--- src/sm3_pkg.sv ---
// ----------------------------------------------------------------------------
// SM3 hash engine package
// Shared transaction types, the initial chaining value and round helpers.
// ----------------------------------------------------------------------------
`default_nettype none

package sm3_pkg;

  // One input transaction: a big-endian message word with its byte count.
  typedef struct packed {
    logic [31:0] message_word;
    logic [2:0]  valid_bytes;
    logic        last_item;
  } in_item_t;

  // One result transaction: the 256-bit digest in four 64-bit words.
  typedef struct packed {
    logic [63:0] digest_high;
    logic [63:0] digest_upper_mid;
    logic [63:0] digest_lower_mid;
    logic [63:0] digest_low;
  } out_item_t;

  localparam int unsigned BlockWords = 16;
  localparam int unsigned Rounds     = 64;

  localparam logic [31:0] TLow  = 32'h79CC4519;
  localparam logic [31:0] THigh = 32'h7A879D8A;

  localparam logic [7:0] PadMark = 8'h80;
  localparam logic [5:0] LenPos  = 6'd56;

  // Standard initial chaining value, listed from word 7 down to word 0.
  localparam logic [7:0][31:0] Iv = {
    32'hB0FB0E4E, 32'hE38DEE4D, 32'h163138AA, 32'hA96F30BC,
    32'hDA8A0600, 32'h172442D7, 32'h4914B2B9, 32'h7380166F
  };

  // Rotate left by a nonzero amount below 32.
  function automatic logic [31:0] rotl(input logic [31:0] x, input int unsigned n);
    return (x << n) | (x >> (32 - n));
  endfunction

  function automatic logic [31:0] perm0(input logic [31:0] x);
    return x ^ rotl(x, 9) ^ rotl(x, 17);
  endfunction

  function automatic logic [31:0] perm1(input logic [31:0] x);
    return x ^ rotl(x, 15) ^ rotl(x, 23);
  endfunction

  // Round constant rotated left by the round number mod 32 (computed, not a table).
  function automatic logic [31:0] round_const(input logic [5:0] j);
    logic [31:0] t;
    logic [4:0]  s;
    t = (j < 6'd16) ? TLow : THigh;
    s = j[4:0];
    if (s == 5'd0) begin
      return t;
    end
    return (t << s) | (t >> (6'd32 - {1'b0, s}));
  endfunction

endpackage

`default_nettype wire

--- src/sm3_ram.sv ---
// ----------------------------------------------------------------------------
// SM3 generic RAM
// Simple dual-port synchronous RAM: one write port, one registered read port.
// ----------------------------------------------------------------------------
`default_nettype none

module sm3_ram #(
  parameter int unsigned Width = 32,
  parameter int unsigned Depth = 16
) (
  input  wire logic                     clk_i,
  input  wire logic                     we_i,
  input  wire logic [$clog2(Depth)-1:0] waddr_i,
  input  wire logic [Width-1:0]         wdata_i,
  input  wire logic [$clog2(Depth)-1:0] raddr_i,
  output logic      [Width-1:0]         rdata_o
);

  logic [Width-1:0] mem [Depth];

  // Write port and registered read port.
  always_ff @(posedge clk_i) begin
    if (we_i) begin
      mem[waddr_i] <= wdata_i;
    end
    rdata_o <= mem[raddr_i];
  end

endmodule

`default_nettype wire

--- src/sm3_hash_engine_core.sv ---
// ----------------------------------------------------------------------------
// SM3 hash engine core
// Streaming SM3 hash with the message block held in a word RAM.
// ----------------------------------------------------------------------------
// Input channel: one transaction carries a big-endian message word, a count
// of valid leading bytes (0 to 4, values above 4 count as 4) and a last flag.
// Output channel: one transaction, the 256-bit digest, follows each last word.
// Each input transaction is accepted in S_IDLE, has its bytes appended one
// by one in S_BYTES and then finishes the word. Whole words are written into
// a 16 x 32 block RAM.
// Each filled block is streamed from the RAM into the message schedule
// window (one RAM read a cycle), run through 64 rounds (one round per cycle)
// and folded into the chaining value; the engine takes no new word meanwhile.
// A last word then appends the padding bytes, makes two length writes, runs
// one or two compressions and posts the digest.
// in_stall_o is high while a transaction is at work; RAM read data is used
// only in S_LOAD, when no entry is written, so no forwarding is needed.
// The digest register holds while out_stall_i is high; the block keeps taking
// the next message and waits only if a second digest is ready first.
// Reset restores the initial chaining value and clears counts and valids.
// ----------------------------------------------------------------------------
`default_nettype none

module sm3_hash_engine_core (
  input  wire logic               clk_i,
  input  wire logic               rst_ni,
  input  wire logic               in_valid_i,
  output logic                    in_stall_o,
  input  wire sm3_pkg::in_item_t  in_data_i,
  output logic                    out_valid_o,
  input  wire logic               out_stall_i,
  output sm3_pkg::out_item_t      out_data_o
);

  import sm3_pkg::*;

  typedef enum logic [8:0] {
    S_IDLE   = 9'b000000001,
    S_BYTES  = 9'b000000010,
    S_PAD    = 9'b000000100,
    S_LEN_HI = 9'b000001000,
    S_LEN_LO = 9'b000010000,
    S_LOAD   = 9'b000100000,
    S_ROUND  = 9'b001000000,
    S_FOLD   = 9'b010000000,
    S_DONE   = 9'b100000000
  } state_e;

  state_e state_q, state_d, ret_q, ret_d;

  logic [31:0]       word_q, word_d;
  logic [2:0]        nbytes_q, nbytes_d;
  logic [2:0]        cnt_q, cnt_d;
  logic              last_q, last_d;
  logic              pad_first_q, pad_first_d;
  logic [5:0]        fill_q, fill_d;
  logic [63:0]       bitlen_q, bitlen_d;
  logic [31:0]       part_q, part_d;
  logic [4:0]        load_q, load_d;
  logic [5:0]        round_q, round_d;
  logic [7:0][31:0]  chain_q, chain_d;
  logic [7:0][31:0]  work_q, work_d;
  logic [15:0][31:0] win_q, win_d;
  logic              out_valid_q, out_valid_d;
  out_item_t         digest_q, digest_d;

  // RAM ports.
  logic        ram_we;
  logic [3:0]  ram_waddr;
  logic [31:0] ram_wdata;
  logic [3:0]  ram_raddr;
  logic [31:0] ram_rdata;

  sm3_ram #(
    .Width (32),
    .Depth (BlockWords)
  ) u_block_ram (
    .clk_i   (clk_i),
    .we_i    (ram_we),
    .waddr_i (ram_waddr),
    .wdata_i (ram_wdata),
    .raddr_i (ram_raddr),
    .rdata_o (ram_rdata)
  );

  // Byte to append this cycle and the partial word with it merged in.
  logic [7:0]  app_byte;
  logic [31:0] merged;

  always_comb begin
    app_byte = (state_q == S_PAD) ? (pad_first_q ? PadMark : 8'h00) : word_q[31:24];
    merged   = part_q;
    case (fill_q[1:0])
      2'd0:    merged[31:24] = app_byte;
      2'd1:    merged[23:16] = app_byte;
      2'd2:    merged[15:8]  = app_byte;
      2'd3:    merged[7:0]   = app_byte;
      default: merged        = part_q;
    endcase
  end

  // One compression round with the message schedule window.
  logic [31:0] a12, ss1, ss2, ff, gg, tt1, tt2, w_new;
  logic        early;

  always_comb begin
    early = (round_q < 6'd16);
    a12   = rotl(work_q[0], 12);
    ss1   = rotl(a12 + work_q[4] + round_const(round_q), 7);
    ss2   = ss1 ^ a12;
    if (early) begin
      ff = work_q[0] ^ work_q[1] ^ work_q[2];
      gg = work_q[4] ^ work_q[5] ^ work_q[6];
    end else begin
      ff = (work_q[0] & work_q[1]) | (work_q[0] & work_q[2]) | (work_q[1] & work_q[2]);
      gg = (work_q[4] & work_q[5]) | (~work_q[4] & work_q[6]);
    end
    tt1   = ff + work_q[3] + ss2 + (win_q[0] ^ win_q[4]);
    tt2   = gg + work_q[7] + ss1 + win_q[0];
    w_new = perm1(win_q[0] ^ win_q[7] ^ rotl(win_q[13], 15))
            ^ rotl(win_q[3], 7) ^ win_q[10];
  end

  // Sequencer.
  always_comb begin
    state_d     = state_q;
    ret_d       = ret_q;
    word_d      = word_q;
    nbytes_d    = nbytes_q;
    cnt_d       = cnt_q;
    last_d      = last_q;
    pad_first_d = pad_first_q;
    fill_d      = fill_q;
    bitlen_d    = bitlen_q;
    part_d      = part_q;
    load_d      = load_q;
    round_d     = round_q;
    chain_d     = chain_q;
    work_d      = work_q;
    win_d       = win_q;
    out_valid_d = out_valid_q && out_stall_i;
    digest_d    = digest_q;
    ram_we      = 1'b0;
    ram_waddr   = fill_q[5:2];
    ram_wdata   = merged;
    ram_raddr   = load_q[3:0];

    case (state_q)
      S_IDLE: begin
        if (in_valid_i) begin
          word_d   = in_data_i.message_word;
          nbytes_d = (in_data_i.valid_bytes > 3'd4) ? 3'd4 : in_data_i.valid_bytes;
          last_d   = in_data_i.last_item;
          cnt_d    = 3'd0;
          state_d  = S_BYTES;
        end
      end

      S_BYTES: begin
        if (cnt_q != nbytes_q) begin
          part_d = merged;
          ram_we = (fill_q[1:0] == 2'd3);
          word_d = {word_q[23:0], 8'h00};
          cnt_d  = cnt_q + 3'd1;
          fill_d = fill_q + 6'd1;
          if (fill_q == 6'd63) begin
            bitlen_d = bitlen_q + 64'd512;
            ret_d    = S_BYTES;
            load_d   = 5'd0;
            state_d  = S_LOAD;
          end
        end else if (last_q) begin
          pad_first_d = 1'b1;
          state_d     = S_PAD;
        end else begin
          state_d = S_IDLE;
        end
      end

      S_PAD: begin
        if (!pad_first_q && fill_q == LenPos) begin
          state_d = S_LEN_HI;
        end else begin
          if (pad_first_q) begin
            bitlen_d = bitlen_q + {55'd0, fill_q, 3'd0};
          end
          pad_first_d = 1'b0;
          part_d      = merged;
          ram_we      = (fill_q[1:0] == 2'd3);
          fill_d      = fill_q + 6'd1;
          if (fill_q == 6'd63) begin
            ret_d   = S_PAD;
            load_d  = 5'd0;
            state_d = S_LOAD;
          end
        end
      end

      S_LEN_HI: begin
        ram_we    = 1'b1;
        ram_waddr = 4'd14;
        ram_wdata = bitlen_q[63:32];
        state_d   = S_LEN_LO;
      end

      S_LEN_LO: begin
        ram_we    = 1'b1;
        ram_waddr = 4'd15;
        ram_wdata = bitlen_q[31:0];
        ret_d     = S_DONE;
        load_d    = 5'd0;
        state_d   = S_LOAD;
      end

      // Stream the block into the schedule window, one word a cycle.
      S_LOAD: begin
        load_d = load_q + 5'd1;
        if (load_q != 5'd0) begin
          win_d = {ram_rdata, win_q[15:1]};
        end
        if (load_q == 5'd16) begin
          work_d  = chain_q;
          round_d = 6'd0;
          state_d = S_ROUND;
        end
      end

      S_ROUND: begin
        work_d[0] = tt1;
        work_d[1] = work_q[0];
        work_d[2] = rotl(work_q[1], 9);
        work_d[3] = work_q[2];
        work_d[4] = perm0(tt2);
        work_d[5] = work_q[4];
        work_d[6] = rotl(work_q[5], 19);
        work_d[7] = work_q[6];
        win_d     = {w_new, win_q[15:1]};
        round_d   = round_q + 6'd1;
        if (round_q == 6'(Rounds - 1)) begin
          state_d = S_FOLD;
        end
      end

      S_FOLD: begin
        chain_d = chain_q ^ work_q;
        state_d = ret_q;
      end

      // Post the digest once the output register is free, then restart.
      // Chaining word 0 goes to the top bits of the digest.
      S_DONE: begin
        if (!out_valid_q || !out_stall_i) begin
          out_valid_d = 1'b1;
          digest_d    = {chain_q[0], chain_q[1], chain_q[2], chain_q[3],
                         chain_q[4], chain_q[5], chain_q[6], chain_q[7]};
          chain_d     = Iv;
          fill_d      = 6'd0;
          bitlen_d    = 64'd0;
          state_d     = S_IDLE;
        end
      end

      default: state_d = S_IDLE;
    endcase
  end

  // Control registers.
  always_ff @(posedge clk_i or negedge rst_ni) begin
    if (!rst_ni) begin
      state_q     <= S_IDLE;
      ret_q       <= S_IDLE;
      fill_q      <= 6'd0;
      bitlen_q    <= 64'd0;
      chain_q     <= Iv;
      out_valid_q <= 1'b0;
      pad_first_q <= 1'b0;
      cnt_q       <= 3'd0;
      load_q      <= 5'd0;
      round_q     <= 6'd0;
    end else begin
      state_q     <= state_d;
      ret_q       <= ret_d;
      fill_q      <= fill_d;
      bitlen_q    <= bitlen_d;
      chain_q     <= chain_d;
      out_valid_q <= out_valid_d;
      pad_first_q <= pad_first_d;
      cnt_q       <= cnt_d;
      load_q      <= load_d;
      round_q     <= round_d;
    end
  end

  // Payload registers.
  always_ff @(posedge clk_i) begin
    word_q   <= word_d;
    nbytes_q <= nbytes_d;
    last_q   <= last_d;
    part_q   <= part_d;
    work_q   <= work_d;
    win_q    <= win_d;
    digest_q <= digest_d;
  end

  assign in_stall_o  = (state_q != S_IDLE);
  assign out_valid_o = out_valid_q;
  assign out_data_o  = digest_q;

endmodule

`default_nettype wire

--- config.mk ---
export PLATFORM = sky130hd
export DESIGN_NAME = sm3_hash_engine_core
export DESIGN_NICKNAME = d
export VERILOG_FILES = /design/src/sm3_pkg.sv /design/src/sm3_ram.sv /design/src/sm3_hash_engine_core.sv
export SDC_FILE = /design/constraint.sdc
export NUM_CORES = 2
export LEC_CHECK = 0
export ABC_AREA = 1
export BUFFER_PORTS_ARGS = -buffer_cell sky130_fd_sc_hd__buf_2
export CAP_MARGIN = 0
export CORE_MARGIN = 10
export CORE_UTILIZATION = 50
export CTS_CLUSTER_DIAMETER = 60
export DETAILED_ROUTE_END_ITERATION = 8
export PLACE_DENSITY = 0.66
export SYNTH_ARGS = -nofsm -noshare
export SYNTH_HDL_FRONTEND = slang
export SYNTH_SLANG_ARGS = --single-unit
--- constraint.sdc ---
create_clock -name clk_i -period 51.7 [get_ports clk_i]
set_input_delay 12.925 -clock clk_i [delete_from_list [all_inputs] [get_ports clk_i]]
set_output_delay 12.925 -clock clk_i [all_outputs]
set_load 0.005 [all_outputs]
Word-level counts from Yosys, hierarchy flattened:

Memories as Yosys holds them, arrays and structs flattened. A register that Yosys moved wholly into a read port is not among the register bits.
Index checks and enable logic that the tools add are counted.

* add/subtract/negate cells: 15
* $mul: 0
* divide/modulo/power cells: 0
* magnitude comparators: 2
* equality and inequality tests: 30
* shift-type cells: 2
* muxes and demuxes: 70
* bitwise logic cells: 35
* reduce and logical (&&, ||, !) cells: 30

Operator list (number)
* case mux 256 bit (2 select lines): 2
* case mux 512 bit (2 select lines): 1
* 2-to-1 mux 256 bit: 2
* 2-to-1 mux 512 bit: 1
* bitwise XOR 32 bit: 14
* 2-to-1 mux 64 bit: 5
* adder 32 bit: 8
* 2-to-1 mux 32 bit: 8
* bitwise XOR 256 bit: 1
* case mux 32 bit (2 select lines): 3
* case mux 64 bit (3 select lines): 1
* AND 32 bit: 5
* bitwise OR 32 bit: 4
* 2-to-1 mux 9 bit: 11
* case mux 9 bit (9 select lines): 1
* adder 64 x 10 -> 64 bit, second input constant: 1
* adder 64 x 9 -> 64 bit: 1
* bitwise OR 32 x 15 -> 32 bit: 2
* bitwise OR 32 x 7 -> 32 bit: 2
* bitwise OR 32 x 9 -> 32 bit: 2
* 2-to-1 mux 8 bit: 6
* inverter 32 bit: 1
* bitwise OR 32 x 12 -> 32 bit: 1
* bitwise OR 32 x 17 -> 32 bit: 1
* other kinds (55): 100

* flip-flop bits (word level): 1452
* bits in latches: 0
* bits in writable memories: 512
* bits in read-only memories: 0
* memories: 1

Memories
* u_block_ram.mem: words 16, bits a word 32, read ports 1, clocked after memory_dff 1, wr ports 1, line sm3_ram.sv:19 `logic [Width-1:0] mem [Depth];`

Longest topological paths before layout:

* depth in word-level cells: 13
* depth in mapped cells: 53

Hierarchy:

Synthesis repeated with hierarchy kept, for this count alone.

* cells, all modules: 9196
* area total of the unflattened synthesis: 95524.1 um^2

Modules (own cells, without submodules)
* sm3_hash_engine_core: times used 1, cells an instance 7076, area each 72793.6 um^2, seq. area each 41751.3 um^2
* sm3_ram: times used 1, cells an instance 2120, area each 22730.6 um^2, seq. area each 16015.4 um^2

Worst setup path after synthesis:

Ideal clock, no wire load.

* path kind: reg2reg
* start point: register load_q[0]
* end point: register win_q[0] (netlist bit), enable pin
* arrival: 36.755 ns
* setup slack: 12.847 ns
* stages on the path, launching flop included: 8
* path buffers: 2
* path through: dfrtp_1 -> inv_2 -> clkbuf_1 -> clkbuf_1 -> ha_1 -> nand2_1 -> nor2_1 -> o21ai_0

* cells in the longest elaborated chain, start to end: 3

Ends and longest elaborated chain
* from (decl): line sm3_hash_engine_core.sv:59 `logic [4:0] load_q, load_d;`
* from (signal assigned): line sm3_hash_engine_core.sv:289 `load_q <= load_d;`
* nonzero test 5 bit: line sm3_hash_engine_core.sv:218 `if (load_q != 5'd0) begin`
* != test 2 bit (no source line)
* AND reduction 2 bit (no source line)
* to (signal assigned): line sm3_hash_engine_core.sv:301 `win_q <= win_d;`
* to (decl): line sm3_hash_engine_core.sv:63 `logic [15:0][31:0] win_q, win_d;`

No other way between the ends.
A chain may end at the register's enable or synchronous reset.

Worst setup path after layout:

* start point: input out_stall_i
* end point: register digest_q, in the netlist out_data_o[4], enable pin

* cells in the longest elaborated chain, start to end: 3

Ends and longest elaborated chain
* from (decl): line sm3_hash_engine_core.sv:31 `input wire logic out_stall_i,`
* logical NOT 1 bit: line sm3_hash_engine_core.sv:252 `if (!out_valid_q || !out_stall_i) begin`
* logical OR 1 bit: line sm3_hash_engine_core.sv:252
* AND reduction 2 bit (no source line)
* to (signal assigned): line sm3_hash_engine_core.sv:302 `digest_q <= digest_d;`
* to (decl): line sm3_hash_engine_core.sv:65 `out_item_t digest_q, digest_d;`

No other way between the ends.

==> flow_metrics.tcl <==
set metrics [dict create \
    synth_top_flop_cell "edfxtp_1" \
    gp_congestion 1.02 \
    syn_to_final_growth_pct 12.2 \
    drtIter0Drc 7403 \
    cts_tree "built" \
    slowest_stage "buf_4" \
    pwr-share-comb_pct 7.3 \
    clockPowerShare_pct 41.7 \
    via_count 65863 \
    yosys_warnings 0 \
    p_seq_share_pct 51.0 \
    clk_latency_ns 0.91 \
    setup_viol 0 \
    port_buffers 297 \
    layout_commonest_cell "nand2_1" \
    cp-start-kind "input port" \
    via_per_inst 5.72 \
    yosysSeqAreaShare_pct 62.3 \
    drive_above_1_share_pct 10.7 \
    slew_viol_final 0 \
    maxCapViolations 0 \
    initial_core_util_pct 50.2 \
    leakagePower_uw 0.0428 \
    syn_area_mm2 0.0927 \
    ctsResizeCount 0 \
    grt_max_degree 193 \
    die_w_um 451 \
    ir_drop_mv 0.0362 \
    die_h_um 451 \
    cts_max_level 4 \
    status "finished clean" \
    path_clk_slew_ns 0.06 \
    path_buf_inv 6 \
    path_max_fanout 83 \
    row_count 158 \
    grt_overflow 0 \
    ctsRootBufferMaster "clkbuf_16" \
    criticalPathCategory "input port to flip-flop" \
    tightest_slew_ns 1.41 \
    path_cells "buf_2 > nand2_1 > inv_1 > nor2_4 > buf_4 > buf_4 > buf_4 > buf_4" \
    grt_pass1_wl_mm 428 \
    rsz0062_at_grt "false" \
    power.density_mw_per_mm2 34.9 \
    synth.distinct_cells 62 \
    maxSlewHeadroom_pct 5.84 \
    synthArstFlopShare_pct 17.7 \
    p_int_uw 2750 \
    switching_share_pct 24.2 \
    finClkSkew_ns 0.0789 \
    power.switching_uw 880 \
    postCtsSetupBuffers 0 \
    postSynthAreaPerCell_um2 10.8 \
    final_cell_mix "1734 x nand2_1, 1604 x edfxtp_1, 827 x o21ai_0" \
    gr-usage-all-layers_pct 28.3 \
    dieArea_mm2 0.203 \
    hold_buffers 0 \
    crit_path_end_kind "flip-flop" \
    synth_cells 8578 \
    ys_ff_latch 1988 \
    drtPass1Iterations 7 \
    io_pins 298 \
    period_needed_ns 15.89 \
    clock_sinks 1988 \
    final.setup.tns_ns 0 \
    wire_per_inst_um 25.6 \
    antenna_left 0 \
    nNetsFinal 9208 \
    drc 0 \
    drt_wl_total_mm 295 \
    cts_buffer_depth 3 \
    path_delay_family "buffers and inverters" \
    cts_made_buffers 203 \
    required_ns 52.18 \
    hold_violations 0 \
    coreArea_mm2 0.185 \
    fin_total_pwr_uw 3630 \
    grt_pass1_vias 62403 \
    worstPathArrival_ns 16.37 \
    min_period_over_period_pct 30.7 \
    synth-edff-count 1604 \
    dp_hpwl_mm 210 \
    cpMostUsedCell "buf_4" \
    cpPeakStageDelay_ns 0.84 \
    hold_class "flip-flop to flip-flop" \
    grt_antenna_before_repair 4 \
    syn_nets 8927 \
    fmax_ghz 0.0629 \
]
through the flow:
step	cell area, um2	hold slack [ns]	cells	util (%)	worst slack (ns)
3_5_place_dp	97100	0.405	11134	52.5	34.88
6_report	104000	0.407	11518	56.3	35.81
3_3_place_gp	97100	0.400	11134	52.5	34.99
2_1_floorplan	92700	0.400	8578	-	12.85
4_1_cts	104000	0.406	11516	56.3	35.83
5_1_grt	104000	0.419	11516	56.3	35.54
power groups by stage:
stage                     registers, uW  clock network [uW]  logic (uW)
after floorplan                    1880                   0         147
after global placement             1890                   0         256
after detailed placement           1890                   0         263
after CTS                          1850                1530         264
after global routing               1860                1600         288
final                              1850                1510         266
state kept, by name, indices dropped and copies added (netlist names):
register	flops
round_q	6
bitlen_q	61
cnt_q	3
win_q	512
fill_q	6
ret_q	4
out_valid_o	1
chain_q	256
state_q	9
nbytes_q	3
u_block_ram.mem	512
part_q	32
u_block_ram.rdata_o	32
work_q	256
load_q	5
last_q	1
out_data_o	256
pad_first_q	1
word_q	32
cells in the mapped netlist (8+ instances only):
| cell | n | area share, % |
|---|---|---|
| nor2_2 | 8 | 0.054 |
| nand2_1 | 1737 | 7.0 |
| inv_2 | 14 | 0.057 |
| o211ai_1 | 24 | 0.19 |
| dfstp_2 | 121 | 3.4 |
| buf_4 | 8 | 0.065 |
| o31ai_1 | 8 | 0.065 |
| edfxtp_1 | 1604 | 52 |
| buf_1 | 20 | 0.081 |
| nand4_1 | 85 | 0.57 |
| buf_2 | 53 | 0.29 |
| nand3b_1 | 13 | 0.11 |
| nand3_1 | 471 | 2.5 |
| nor2_1 | 677 | 2.7 |
| mux2i_1 | 34 | 0.37 |
| inv_1 | 806 | 3.3 |
| dfrtp_1 | 231 | 6.2 |
| nor3_1 | 59 | 0.32 |
| a21o_1 | 55 | 0.45 |
| o21bai_1 | 16 | 0.13 |
| o21ai_1 | 23 | 0.12 |
| dfxtp_1 | 32 | 0.69 |
| or2_2 | 49 | 0.33 |
| fa_1 | 189 | 4.1 |
| o221ai_1 | 33 | 0.31 |
| a31oi_1 | 27 | 0.18 |
| xnor2_1 | 100 | 0.94 |
| o22ai_1 | 148 | 1.0 |
| o21ai_0 | 828 | 4.5 |
| xor2_1 | 247 | 2.3 |
| o21a_1 | 10 | 0.081 |
| clkbuf_1 | 235 | 0.95 |
| ha_1 | 120 | 1.6 |
| a21oi_1 | 418 | 2.3 |
logic make-up (layout without fill, tap and decap cells):
logic type | after synthesis | in the layout | share of synthesized area [%]
flip-flops | 1988 | 1988 | 62.3
XOR/XNOR | 350 | 350 | 3.35
multiplexers | 34 | 34 | 0.367
buffers and inverters | 1142 | 1600 | 4.74
other | 0 | 2 | 0
adder cells (fa/ha/maj) | 309 | 309 | 5.70
AND/OR/NAND/NOR | 3146 | 3146 | 14.1
AO/OA/AOI/OAI | 1609 | 1609 | 9.43
final timing paths:
path                       slack [ns]              startpoint  cells past startpoint                        to
setup / recovery                35.81             out_stall_i                      8   out_data_o[4]$_DFFE_PP_
hold / removal                   0.41     win_q[38]$_DFFE_PP_                      0        win_q[6]$_DFFE_PP_
setup reg to reg                40.65  round_q[1]$_DFFE_PN0P_                     39     work_q[135]$_DFFE_PP_
hold reg to reg                  0.41     win_q[38]$_DFFE_PP_                      0        win_q[6]$_DFFE_PP_
max in group asynchronous       36.60                  rst_ni                      4   pad_first_q$_DFFE_PN0P_
min in group asynchronous       12.05                  rst_ni                      1  chain_q[117]$_DFFE_PN0P_
final cells by class:
class | instances | area (um2)
sequential | 1988 | 57800
clock inverter | 103 | 1320
inverter | 824 | 3120
multi-input combinational | 5448 | 30800
tap | 2480 | 3100
timing repair buffer | 394 | 2250
fill | 15665 | 80800
antenna | 2 | 5.00
clock buffer | 279 | 5660
routing by layer:
layer	part of all wire [%]	global-route usage (%)
met2	46	44.7
met3	7.1	4.44
met5	0.0092	0
met1	41	38.5
met4	5.5	13.1
Power figures use the tool's default switching activity.
